### src/rtl/fan_curve_interpolator_assert.svh
// Assertion macros used by the fan curve top-level RTL.
// Include by bare file name; no other dependencies.
`ifndef FAN_CURVE_INTERPOLATOR_ASSERT_SVH
`define FAN_CURVE_INTERPOLATOR_ASSERT_SVH

// same-cycle implication, disabled while reset is low
`define FCI_ASSERT_IMP(label, clk, rstn, ante, cons, msg) \
    label: assert property (@(posedge clk) disable iff (!rstn) (ante) |-> (cons)) \
        else $error(msg);

// next-cycle implication, disabled while reset is low
`define FCI_ASSERT_NXT(label, clk, rstn, ante, cons, msg) \
    label: assert property (@(posedge clk) disable iff (!rstn) (ante) |=> (cons)) \
        else $error(msg);

`endif

### src/rtl/fci_pkg.sv
// Types and constants for the fan curve interpolator.
// No dependencies; imported by every module of the block.
package fci_pkg;

    localparam int TEMP_W     = 12;
    localparam int SPEED_W    = 7;
    localparam int DUTY_W     = 9;
    localparam int REQ_W      = 10;
    localparam int CFG_W      = 60;
    localparam int CFG_IDX_W  = 3;
    localparam int MAX_POINTS = 5;

    localparam int DIFF_W = TEMP_W + 1;
    localparam int PROD_W = DIFF_W + SPEED_W + 1;
    localparam int SUM_W  = PROD_W + 1;
    localparam int NUM_W  = PROD_W;
    localparam int DEN_W  = TEMP_W;
    localparam int Q_W    = 8;
    localparam int SCALE_W = 8;
    localparam int PCT_W  = 7;

    localparam logic [SCALE_W-1:0] SCALE_NUM = 8'd254;
    localparam logic [PCT_W-1:0]   PCT_FULL  = 7'd100;

    localparam logic [DUTY_W-1:0] DUTY_HOT  = 9'd254;
    localparam logic [DUTY_W-1:0] DUTY_COLD = 9'd256;
    localparam logic [DUTY_W-1:0] DUTY_MAX  = 9'd255;
    localparam logic [DUTY_W-1:0] DUTY_MIN  = 9'd1;

    localparam logic OP_SAMPLE   = 1'b0;
    localparam logic OP_MANUAL   = 1'b1;
    localparam logic MODE_MANUAL = 1'b0;
    localparam logic MODE_CURVE  = 1'b1;
    localparam logic INTERP_LINEAR = 1'b0;

    localparam logic [CFG_IDX_W-1:0] REG_FAN_MODE     = 3'd0;
    localparam logic [CFG_IDX_W-1:0] REG_INTERP_MODE  = 3'd1;
    localparam logic [CFG_IDX_W-1:0] REG_SAFE_MIN     = 3'd2;
    localparam logic [CFG_IDX_W-1:0] REG_SAFE_MAX     = 3'd3;
    localparam logic [CFG_IDX_W-1:0] REG_CURVE_TEMPS  = 3'd4;
    localparam logic [CFG_IDX_W-1:0] REG_CURVE_SPEEDS = 3'd5;

    localparam logic signed [TEMP_W-1:0] SAFE_MIN_RST = 12'sd320;
    localparam logic signed [TEMP_W-1:0] SAFE_MAX_RST = 12'sd528;
    localparam logic [CFG_W-1:0]            TEMPS_RST  = 60'd128382283174936912;
    localparam logic [SPEED_W*MAX_POINTS-1:0] SPEEDS_RST = 35'd27022725258;

    typedef struct packed {
        logic                     op;
        logic signed [TEMP_W-1:0] temperature;
        logic [REQ_W-1:0]         requested_speed;
    } in_t;

    typedef struct packed {
        logic [DUTY_W-1:0] duty;
        logic              safety_override;
    } out_t;

    typedef struct packed {
        logic              fixed;
        logic [DUTY_W-1:0] duty;
        logic              ovr;
        logic              zero;
    } tag_t;

endpackage

### src/rtl/fci_div.sv
// Pipelined scale-and-divide unit: floor(num*254 / (den*100)), saturated to 255.
// Depends on fci_pkg; one radix-2 quotient bit per stage.
module fci_div
    import fci_pkg::*;
(
    input  logic             aclk,
    input  logic             aresetn,
    input  logic             en,
    input  logic             in_valid,
    input  logic [NUM_W-1:0] in_num,
    input  logic [DEN_W-1:0] in_den,
    input  tag_t             in_tag,
    output logic             out_valid,
    output logic [Q_W-1:0]   out_q,
    output tag_t             out_tag
);

    localparam int NW = NUM_W + SCALE_W;
    localparam int DW = DEN_W + PCT_W;
    localparam int RW = DW + Q_W;

    logic          e_valid_reg;
    logic [NW-1:0] e_n_reg;
    logic [DW-1:0] e_d_reg;
    tag_t          e_tag_reg;

    logic          v_reg   [Q_W+1];
    logic [RW-1:0] rem_reg [Q_W+1];
    logic [DW-1:0] dv_reg  [Q_W+1];
    logic [Q_W-1:0] q_reg  [Q_W+1];
    logic          ovf_reg [Q_W+1];
    tag_t          tag_reg [Q_W+1];

    logic ovf_next;

    always_ff @(posedge aclk) begin
        if (!aresetn) begin
            e_valid_reg <= 1'b0;
            v_reg[0]    <= 1'b0;
        end else if (en) begin
            e_valid_reg <= in_valid;
            v_reg[0]    <= e_valid_reg;
        end
    end

    assign ovf_next = ({{Q_W{1'b0}}, e_n_reg} >= {{(NW + Q_W - RW){1'b0}}, e_d_reg, {Q_W{1'b0}}});

    always_ff @(posedge aclk) begin
        if (en) begin
            e_n_reg    <= NW'(in_num) * NW'(SCALE_NUM);
            e_d_reg    <= DW'(in_den) * DW'(PCT_FULL);
            e_tag_reg  <= in_tag;
            rem_reg[0] <= e_n_reg[RW-1:0];
            dv_reg[0]  <= e_d_reg;
            q_reg[0]   <= '0;
            ovf_reg[0] <= ovf_next;
            tag_reg[0] <= e_tag_reg;
        end
    end

    for (genvar j = 0; j < Q_W; j++) begin : g_step
        localparam int BIT = Q_W - 1 - j;
        logic [RW-1:0] sh;
        logic          ge;

        assign sh = RW'(dv_reg[j]) << BIT;
        assign ge = (rem_reg[j] >= sh);

        always_ff @(posedge aclk) begin
            if (!aresetn) begin
                v_reg[j+1] <= 1'b0;
            end else if (en) begin
                v_reg[j+1] <= v_reg[j];
            end
        end

        always_ff @(posedge aclk) begin
            if (en) begin
                rem_reg[j+1] <= ge ? rem_reg[j] - sh : rem_reg[j];
                dv_reg[j+1]  <= dv_reg[j];
                q_reg[j+1]   <= q_reg[j] | (Q_W'(ge) << BIT);
                ovf_reg[j+1] <= ovf_reg[j];
                tag_reg[j+1] <= tag_reg[j];
            end
        end
    end

    assign out_valid = v_reg[Q_W];
    assign out_q     = ovf_reg[Q_W] ? '1 : q_reg[Q_W];
    assign out_tag   = tag_reg[Q_W];

endmodule

### src/rtl/fan_curve_interpolator.sv
// Each accepted transaction passes through stages A to D, the divider pipeline and the output register.
// Throughput: one transaction per cycle; a stalled output freezes the whole pipeline.
// Transactions that do not match the fan mode leave the pipeline with no result.
// Reset (aresetn low, synchronous) clears all valid bits and restores register defaults.
`include "fan_curve_interpolator_assert.svh"

module fan_curve_interpolator
    import fci_pkg::*;
#(
    parameter int CURVE_POINTS = 5
) (
    input  logic                 aclk,
    input  logic                 aresetn,
    input  logic                 cfg_we,
    input  logic [CFG_IDX_W-1:0] cfg_index,
    input  logic [CFG_W-1:0]     cfg_wdata,
    input  logic                 s_valid,
    output logic                 s_ready,
    input  in_t                  s_data,
    output logic                 m_valid,
    input  logic                 m_ready,
    output out_t                 m_data
);

    localparam int LAST = CURVE_POINTS - 1;

    logic                           fan_mode_reg;
    logic                           interp_mode_reg;
    logic signed [TEMP_W-1:0]       safe_min_reg;
    logic signed [TEMP_W-1:0]       safe_max_reg;
    logic [CFG_W-1:0]               curve_temps_reg;
    logic [SPEED_W*MAX_POINTS-1:0]  curve_speeds_reg;

    logic adv;

    always_ff @(posedge aclk) begin
        if (!aresetn) begin
            fan_mode_reg     <= MODE_CURVE;
            interp_mode_reg  <= INTERP_LINEAR;
            safe_min_reg     <= SAFE_MIN_RST;
            safe_max_reg     <= SAFE_MAX_RST;
            curve_temps_reg  <= TEMPS_RST;
            curve_speeds_reg <= SPEEDS_RST;
        end else if (cfg_we) begin
            case (cfg_index)
                REG_FAN_MODE:     fan_mode_reg     <= cfg_wdata[0];
                REG_INTERP_MODE:  interp_mode_reg  <= cfg_wdata[0];
                REG_SAFE_MIN:     safe_min_reg     <= $signed(cfg_wdata[TEMP_W-1:0]);
                REG_SAFE_MAX:     safe_max_reg     <= $signed(cfg_wdata[TEMP_W-1:0]);
                REG_CURVE_TEMPS:  curve_temps_reg  <= cfg_wdata;
                REG_CURVE_SPEEDS: curve_speeds_reg <= cfg_wdata[SPEED_W*MAX_POINTS-1:0];
                default: ;
            endcase
        end
    end

    assign adv     = !m_valid || m_ready;
    assign s_ready = adv;

    // stage A: mode filter, safety limits, breakpoint search
    logic signed [TEMP_W-1:0] pt [CURVE_POINTS];
    logic [SPEED_W-1:0]       sp [CURVE_POINTS];
    logic                     a_valid_next;
    logic signed [TEMP_W-1:0] a_tmin_next;
    logic signed [TEMP_W-1:0] a_tmax_next;
    logic [SPEED_W-1:0]       a_tg_next;
    logic [SPEED_W-1:0]       a_ms_next;
    tag_t                     a_tag_next;

    logic                     a_valid_reg;
    logic                     a_interp_reg;
    logic signed [TEMP_W-1:0] a_t_reg;
    logic signed [TEMP_W-1:0] a_tmin_reg;
    logic signed [TEMP_W-1:0] a_tmax_reg;
    logic [SPEED_W-1:0]       a_tg_reg;
    logic [SPEED_W-1:0]       a_ms_reg;
    tag_t                     a_tag_reg;

    always_comb begin
        for (int i = 0; i < CURVE_POINTS; i++) begin
            pt[i] = $signed(curve_temps_reg[TEMP_W*i +: TEMP_W]);
            sp[i] = curve_speeds_reg[SPEED_W*i +: SPEED_W];
        end
    end

    always_comb begin
        a_tmin_next = pt[0];
        a_tmax_next = pt[LAST];
        a_tg_next   = '0;
        a_ms_next   = PCT_FULL;
        for (int i = 0; i < CURVE_POINTS; i++) begin
            if (s_data.temperature >= pt[i]) begin
                a_tmin_next = pt[i];
                a_tg_next   = sp[i];
                a_ms_next   = (i == LAST) ? PCT_FULL : sp[(i == LAST) ? LAST : i + 1];
                a_tmax_next = pt[(i == LAST) ? LAST : i + 1];
            end
        end
    end

    always_comb begin
        a_valid_next = s_valid &&
            ((s_data.op == OP_SAMPLE && fan_mode_reg == MODE_CURVE) ||
             (s_data.op == OP_MANUAL && fan_mode_reg == MODE_MANUAL));
        a_tag_next = '0;
        if (s_data.temperature > safe_max_reg) begin
            a_tag_next.fixed = 1'b1;
            a_tag_next.duty  = DUTY_HOT;
            a_tag_next.ovr   = 1'b1;
        end else if (s_data.temperature < safe_min_reg) begin
            a_tag_next.fixed = 1'b1;
            a_tag_next.duty  = DUTY_COLD;
            a_tag_next.ovr   = 1'b1;
        end else if (s_data.op == OP_MANUAL) begin
            a_tag_next.fixed = 1'b1;
            if (REQ_W'(s_data.requested_speed) > REQ_W'(DUTY_MAX)) begin
                a_tag_next.duty = DUTY_MAX;
            end else if (s_data.requested_speed == '0) begin
                a_tag_next.duty = DUTY_MIN;
            end else begin
                a_tag_next.duty = DUTY_W'(s_data.requested_speed);
            end
        end
    end

    // stage B: differences and case selection
    logic                     b_valid_reg;
    logic                     b_simple_reg;
    logic [SPEED_W-1:0]       b_sval_reg;
    logic signed [DIFF_W-1:0] b_den_reg;
    logic signed [DIFF_W-1:0] b_dt_reg;
    logic signed [SPEED_W:0]  b_dms_reg;
    logic [SPEED_W-1:0]       b_tg_reg;
    tag_t                     b_tag_reg;

    // stage C: products
    logic                     c_valid_reg;
    logic                     c_simple_reg;
    logic [SPEED_W-1:0]       c_sval_reg;
    logic signed [DIFF_W-1:0] c_den_reg;
    logic signed [PROD_W-1:0] c_p1_reg;
    logic signed [PROD_W-1:0] c_p2_reg;
    tag_t                     c_tag_reg;

    // stage D: sum, sign fold, zero detect
    logic signed [SUM_W-1:0]  sum;
    logic signed [SUM_W-1:0]  sum_n;
    logic signed [DIFF_W-1:0] den_n;
    logic [NUM_W-1:0]         d_num_next;
    logic [DEN_W-1:0]         d_den_next;
    tag_t                     d_tag_next;

    logic                     d_valid_reg;
    logic [NUM_W-1:0]         d_num_reg;
    logic [DEN_W-1:0]         d_den_reg;
    tag_t                     d_tag_reg;

    always_comb begin
        sum   = SUM_W'(c_p1_reg) + SUM_W'(c_p2_reg);
        sum_n = c_den_reg[DIFF_W-1] ? -sum : sum;
        den_n = c_den_reg[DIFF_W-1] ? -c_den_reg : c_den_reg;
        d_tag_next = c_tag_reg;
        if (c_simple_reg) begin
            d_num_next      = NUM_W'(c_sval_reg);
            d_den_next      = DEN_W'(1);
            d_tag_next.zero = (c_sval_reg == '0);
        end else begin
            d_num_next      = sum_n[NUM_W-1:0];
            d_den_next      = den_n[DEN_W-1:0];
            d_tag_next.zero = (den_n == '0) || sum_n[SUM_W-1] || (sum_n == '0);
        end
    end

    always_ff @(posedge aclk) begin
        if (!aresetn) begin
            a_valid_reg <= 1'b0;
            b_valid_reg <= 1'b0;
            c_valid_reg <= 1'b0;
            d_valid_reg <= 1'b0;
        end else if (adv) begin
            a_valid_reg <= a_valid_next;
            b_valid_reg <= a_valid_reg;
            c_valid_reg <= b_valid_reg;
            d_valid_reg <= c_valid_reg;
        end
    end

    always_ff @(posedge aclk) begin
        if (adv) begin
            a_interp_reg <= interp_mode_reg;
            a_t_reg      <= s_data.temperature;
            a_tmin_reg   <= a_tmin_next;
            a_tmax_reg   <= a_tmax_next;
            a_tg_reg     <= a_tg_next;
            a_ms_reg     <= a_ms_next;
            a_tag_reg    <= a_tag_next;

            b_simple_reg <= (a_interp_reg != INTERP_LINEAR) || (a_t_reg >= a_tmax_reg);
            b_sval_reg   <= (a_interp_reg != INTERP_LINEAR) ? a_tg_reg : a_ms_reg;
            b_den_reg    <= DIFF_W'(a_tmax_reg) - DIFF_W'(a_tmin_reg);
            b_dt_reg     <= DIFF_W'(a_t_reg) - DIFF_W'(a_tmin_reg);
            b_dms_reg    <= $signed({1'b0, a_ms_reg}) - $signed({1'b0, a_tg_reg});
            b_tg_reg     <= a_tg_reg;
            b_tag_reg    <= a_tag_reg;

            c_simple_reg <= b_simple_reg;
            c_sval_reg   <= b_sval_reg;
            c_den_reg    <= b_den_reg;
            c_p1_reg     <= PROD_W'($signed({1'b0, b_tg_reg})) * PROD_W'(b_den_reg);
            c_p2_reg     <= PROD_W'(b_dms_reg) * PROD_W'(b_dt_reg);
            c_tag_reg    <= b_tag_reg;

            d_num_reg    <= d_num_next;
            d_den_reg    <= d_den_next;
            d_tag_reg    <= d_tag_next;
        end
    end

    logic           div_valid;
    logic [Q_W-1:0] div_q;
    tag_t           div_tag;

    fci_div u_div (
        .aclk      (aclk),
        .aresetn   (aresetn),
        .en        (adv),
        .in_valid  (d_valid_reg),
        .in_num    (d_num_reg),
        .in_den    (d_den_reg),
        .in_tag    (d_tag_reg),
        .out_valid (div_valid),
        .out_q     (div_q),
        .out_tag   (div_tag)
    );

    logic m_valid_reg;
    out_t m_data_reg;
    out_t m_data_next;

    always_comb begin
        m_data_next.safety_override = div_tag.ovr;
        if (div_tag.fixed) begin
            m_data_next.duty = div_tag.duty;
        end else if (div_tag.zero) begin
            m_data_next.duty = '0;
        end else begin
            m_data_next.duty = DUTY_W'(div_q);
        end
    end

    always_ff @(posedge aclk) begin
        if (!aresetn) begin
            m_valid_reg <= 1'b0;
        end else if (adv) begin
            m_valid_reg <= div_valid;
        end
    end

    always_ff @(posedge aclk) begin
        if (adv) begin
            m_data_reg <= m_data_next;
        end
    end

    assign m_valid = m_valid_reg;
    assign m_data  = m_data_reg;

    `FCI_ASSERT_IMP(a_ovr_duty, aclk, aresetn, m_valid && m_data.safety_override, m_data.duty == DUTY_HOT || m_data.duty == DUTY_COLD, "override transaction carries a non-limit duty")
    `FCI_ASSERT_IMP(a_duty_range, aclk, aresetn, m_valid && !m_data.safety_override, m_data.duty <= DUTY_MAX, "duty above 255 without override")
    `FCI_ASSERT_IMP(a_empty_ready, aclk, aresetn, !m_valid, s_ready, "input blocked while output is empty")
    `FCI_ASSERT_NXT(a_stall_hold, aclk, aresetn, !s_ready, $stable(m_data), "output changed during a stall")

endmodule
### config.mk
export PLATFORM = sky130hd
export DESIGN_NAME = fan_curve_interpolator
export DESIGN_NICKNAME = d
export VERILOG_FILES = /design/src/rtl/fci_pkg.sv /design/src/rtl/fci_div.sv /design/src/rtl/fan_curve_interpolator.sv
export VERILOG_INCLUDE_DIRS = /design/src /design/src/rtl
export SDC_FILE = /design/constraint.sdc
export NUM_CORES = 2
export LEC_CHECK = 0
export BUFFER_PORTS_ARGS = -buffer_cell sky130_fd_sc_hd__buf_2
export CAP_MARGIN = 20
export CORE_ASPECT_RATIO = 0.6
export CORE_MARGIN = 1
export CORE_UTILIZATION = 55
export DETAILED_ROUTE_END_ITERATION = 7
export PLACE_DENSITY = 0.77
export SYNTH_ARGS = -nofsm -noshare
export SYNTH_HDL_FRONTEND = slang
export SYNTH_SLANG_ARGS = --single-unit
### constraint.sdc
create_clock -name aclk -period 40.4 [get_ports aclk]
set_input_delay 6.06 -clock aclk [delete_from_list [all_inputs] [get_ports aclk]]
set_output_delay 6.06 -clock aclk [all_outputs]
set_load 0.01 [all_outputs]
; ---- After elaboration in Yosys (flattened, before gate mapping)
; Memories as Yosys holds them, arrays and structs flattened. A register that Yosys moved wholly into a read port is not among the register bits.
; Index checks and enable logic that the tools add are counted.
[word_totals]
reg_bits = 434
ramBits = 612
inputBits = 91
word_cells = 195
memories = 6
[mem_list]
columns = name, words, width, rd, rd_clocked_by_memory_dff, write_ports, line
row1 = u_div.rem_reg, 9, 27, 8, 0, 9, fci_div.sv:28  ; logic [RW-1:0] rem_reg [Q_W+1];
row2 = u_div.dv_reg, 9, 19, 8, 0, 9, fci_div.sv:29  ; logic [DW-1:0] dv_reg [Q_W+1];
row3 = u_div.tag_reg, 9, 12, 9, 0, 9, fci_div.sv:32  ; tag_t tag_reg [Q_W+1];
row4 = u_div.q_reg, 9, 8, 9, 0, 9, fci_div.sv:30  ; logic [Q_W-1:0] q_reg [Q_W+1];
row5 = u_div.ovf_reg, 9, 1, 9, 0, 9, fci_div.sv:31  ; logic ovf_reg [Q_W+1];
row6 = u_div.v_reg, 9, 1, 9, 1, 9, fci_div.sv:27  ; logic v_reg [Q_W+1];
[classes]
addsub = 14
mul = 4
n_lt_le_gt_ge = 18
n_eq_ne = 5
n_mux = 53
n_bitwise = 19
reduce_logical = 23
[ops]
columns = cell, n
row1 = $mux W27, 8
row2 = $mux W12, 9
row3 = $mux W7, 11
row4 = $ge A12 B12 Y1, 6
row5 = $mul A8 B13 Y21, 2
row6 = $mux W9, 4
row7 = $ge A29 B27 Y1, 1
row8 = $mul A21 B7 Y28 const B, 1
row9 = $ge A27 B19 Y1, 1
row10 = $ge A27 B20 Y1, 1
row11 = $ge A27 B21 Y1, 1
row12 = $ge A27 B22 Y1, 1
row13 = $ge A27 B23 Y1, 1
row14 = $ge A27 B24 Y1, 1
row15 = $ge A27 B25 Y1, 1
row16 = $ge A27 B26 Y1, 1
row17 = $sub A27 B19 Y27, 1
row18 = $sub A27 B20 Y27, 1
row19 = $sub A27 B21 Y27, 1
row20 = $sub A27 B22 Y27, 1
row21 = $sub A27 B23 Y27, 1
row22 = $sub A27 B24 Y27, 1
row23 = $sub A27 B25 Y27, 1
row24 = $sub A27 B26 Y27, 1
row25 = 38 further kinds, 78

; ---- Longest topological paths before layout
[depth]
word_depth = 6
depth_mapped = 22

; ---- Hierarchy
; A second synthesis with hierarchy kept.
[hier_totals]
cells_unflattened = 5203
area_unflattened_um2 = 57358.8
[by_module_without_submodules]
columns = mod, n_inst, cells_each, area_each_um2, seq_area_each_um2
row1 = fci_div, 1, 2461, 30645.6, 16916.2
row2 = fan_curve_interpolator, 1, 2742, 26713.1, 10059.6

; ---- Worst setup path after synthesis
; OpenSTA, ideal clock, no wires.
[synth_timing]
kind = in2out
startpoint = in m_ready
endpoint = out s_ready
arrival_ns = 28.249
required_ns = 34.340
path_slack_ns = 6.091
path_stages = 4
n_path_buf = 2
cell_sequence = nor2b_1 clkbuf_1 inv_1 clkbuf_1
[synth_via]
elab_chain_len = 1
[synth_lines]
columns = element, line
row1 = from (decl), fan_curve_interpolator.sv:21  ; input logic m_ready,
row2 = $logic_or A1 B1 Y1, fan_curve_interpolator.sv:57  ; assign adv = !m_valid || m_ready;
row3 = to (decl), fan_curve_interpolator.sv:18  ; output logic s_ready,
; Every way passes these cells.

; ---- Final worst setup path
; Ends and elaborated chain as after synthesis.

==> results.json <==
{
  "drive_gt1_frac": 0.06583,
  "rows": 90,
  "routed_wl_um": 127300,
  "vias_per_cell": 5.683,
  "clk_path_buf_depth": 3,
  "synth_top_cell_area_share": 0.4317,
  "max_freq_mhz": 73.42,
  "nFillCells": 7869,
  "hold_depth": 0,
  "dieArea_um2": 104100,
  "cp_max_fo": 115,
  "syn-cell-area_um2": 56550,
  "syn_avg_cell_area_um2": 11.02,
  "die_x_um": 416.0,
  "core_area_um2": 101200,
  "worstPathRequired_ps": 34340,
  "initial_core_util": 0.5586,
  "postCtsSetupBuffers": 0,
  "cts_resized": 0,
  "postRouteAntennaNets": 0,
  "synth.area.top_cells": "edfxtp_1 (43%), ha_1 (10%), fa_1 (8.8%)",
  "path_class": "input pin to output port",
  "grt_pass1_wl_um": 202100,
  "cp-end-kind": "output port",
  "hpwlAfterDp_um": 94840,
  "ys_top_cells_by_count": "edfxtp_1 (813), inv_1 (719), nand2_1 (479)",
  "areaGrowthSynthToFinish_pct": 8.664,
  "hold_path_class": "flop to flop",
  "synth_edf_count": 813,
  "cts_buffers": 85,
  "fin_nets": 6026,
  "cap_viol_max_count": 0,
  "dr.pass1.iters": 6,
  "setup.worst_path.start_class": "input pin",
  "drtIter0Drc": 3903,
  "syn_nets": 5942,
  "root_buffer": "clkbuf_16",
  "yosysUniqueCellTypes": 84,
  "tightest_slew_ps": 1133,
  "min_period_ps": 13620,
  "relSlewSlack": 0.2447,
  "setup_violations": 0,
  "yosysWarnings": 0,
  "finClkSkew_ps": 40.48,
  "antenna_found_initial": 4,
  "grt_overflow": 0,
  "grt_setup_unrepaired": "no",
  "cts_tree": "done",
  "ys_ff_latch": 941,
  "run_status": "completed",
  "grtUsageTotal": 0.2470,
  "grt_max_degree": 213,
  "ys_seq_area_frac": 0.4770,
  "gp_congestion": 0.9408,
  "final-hold-violation-count": 0,
  "wl_per_cell_um": 19.23,
  "async_flop_share": 0,
  "path_clk_slew_ps": 80,
  "cp.arrival_ps": 7560,
  "synth_flop_cell": "edfxtp_1",
  "htree_levels": 3,
  "synth_area_leader_cell": "edfxtp_1",
  "cts_hold_buf": 0,
  "num_vias": 37630,
  "synth_most_common_cell": "edfxtp_1",
  "reg2reg_depth": 18,
  "fin_crit_sh": 0.3372,
  "drc": 0,
  "grt_pass1_vias": 36610,
  "portBuffers": 102,
  "io_pins": 103,
  "clock_latency_ps": 700,
  "syn-instance-count": 5133,
  "die_y_um": 250.4,
  "drv_slew": 0,
  "finish.utilization": 0.6070,
  "cts.sinks": 941,
  "largest_register_ff_count": 208,
  "setup_tns_ps": 0
}
critical path, stage by stage:
cell	delay, ps
buf_2	100
nor2b_1	670
inv_8	400
buf_2	290
metal layers:
layer,track usage,part of all wire,up-vias
met4,0.04881,0.016,0
met2,0.3459,0.41,1316
met1,0.3876,0.48,18270
met5,0,0,-
met3,0.05854,0.093,143
li1,-,-,17900
final timing paths:
check,slack (ps),to,startpoint
hold / removal,400,b_tag_reg[3],a_tag_reg[3]
setup reg to reg,34330,c_p2_reg[20],b_dms_reg[7]
hold reg to reg,400,b_tag_reg[3],a_tag_reg[3]
setup / recovery,26780,s_ready,m_ready
metrics by stage:
step	std cells	cell area (um^2)	setup slack [ps]	hold slack, ps
4_1_cts	6618	61410	26730	398.7
5_1_grt	6620	61450	26640	407.9
3_3_place_gp	6462	58470	26810	400.4
3_5_place_dp	6462	58470	26740	404.5
6_report	6621	61450	26780	400.2
2_1_floorplan	5133	56550	6091	400.3
logic make-up (layout without fill, tap and decap cells):
logic type      Yosys count  in the layout  synth area share
simple gates           1367           1367            0.1159
compound gates          963            963            0.1105
flops                   941            941            0.4770
buf+inv                 849           1002           0.05671
fa+ha+maj               718            718            0.1919
xor+xnor                239            239           0.03715
mux                      56             56           0.01084
other cells               0              1                 0
area by class of cell:
cell class	instances	area, um^2	area share
clock buffers	100	2193	0.03569
well taps	1334	1669	0.02716
clock inverters	56	742.0	0.01207
repair buffers	124	730.7	0.01189
flip-flops and latches	941	26980	0.4390
diodes	1	2.502	0.00004072
inverters	722	2718	0.04422
multi-input cells	3343	26420	0.4299
cells in the final DEF, fill, tap and decap left out, types with 60 or more instances in the layout:
cell type / instances
nor3_1: 60
a21o_1: 88
nand2_1: 479
xnor2_1: 155
edfxtp_1: 813
o21ai_0: 198
dfxtp_1: 128
inv_1: 718
a21boi_0: 118
xor2_1: 83
buf_2: 101
nor2b_1: 61
clkbuf_16: 85
fa_1: 249
nand3_1: 64
ha_1: 469
a21oi_1: 253
nor2_1: 313
and2_1: 140
nand2b_1: 61
Power is not shown: default switching activity piles up to over one toggle a cycle in this logic, so the estimate is an artifact.
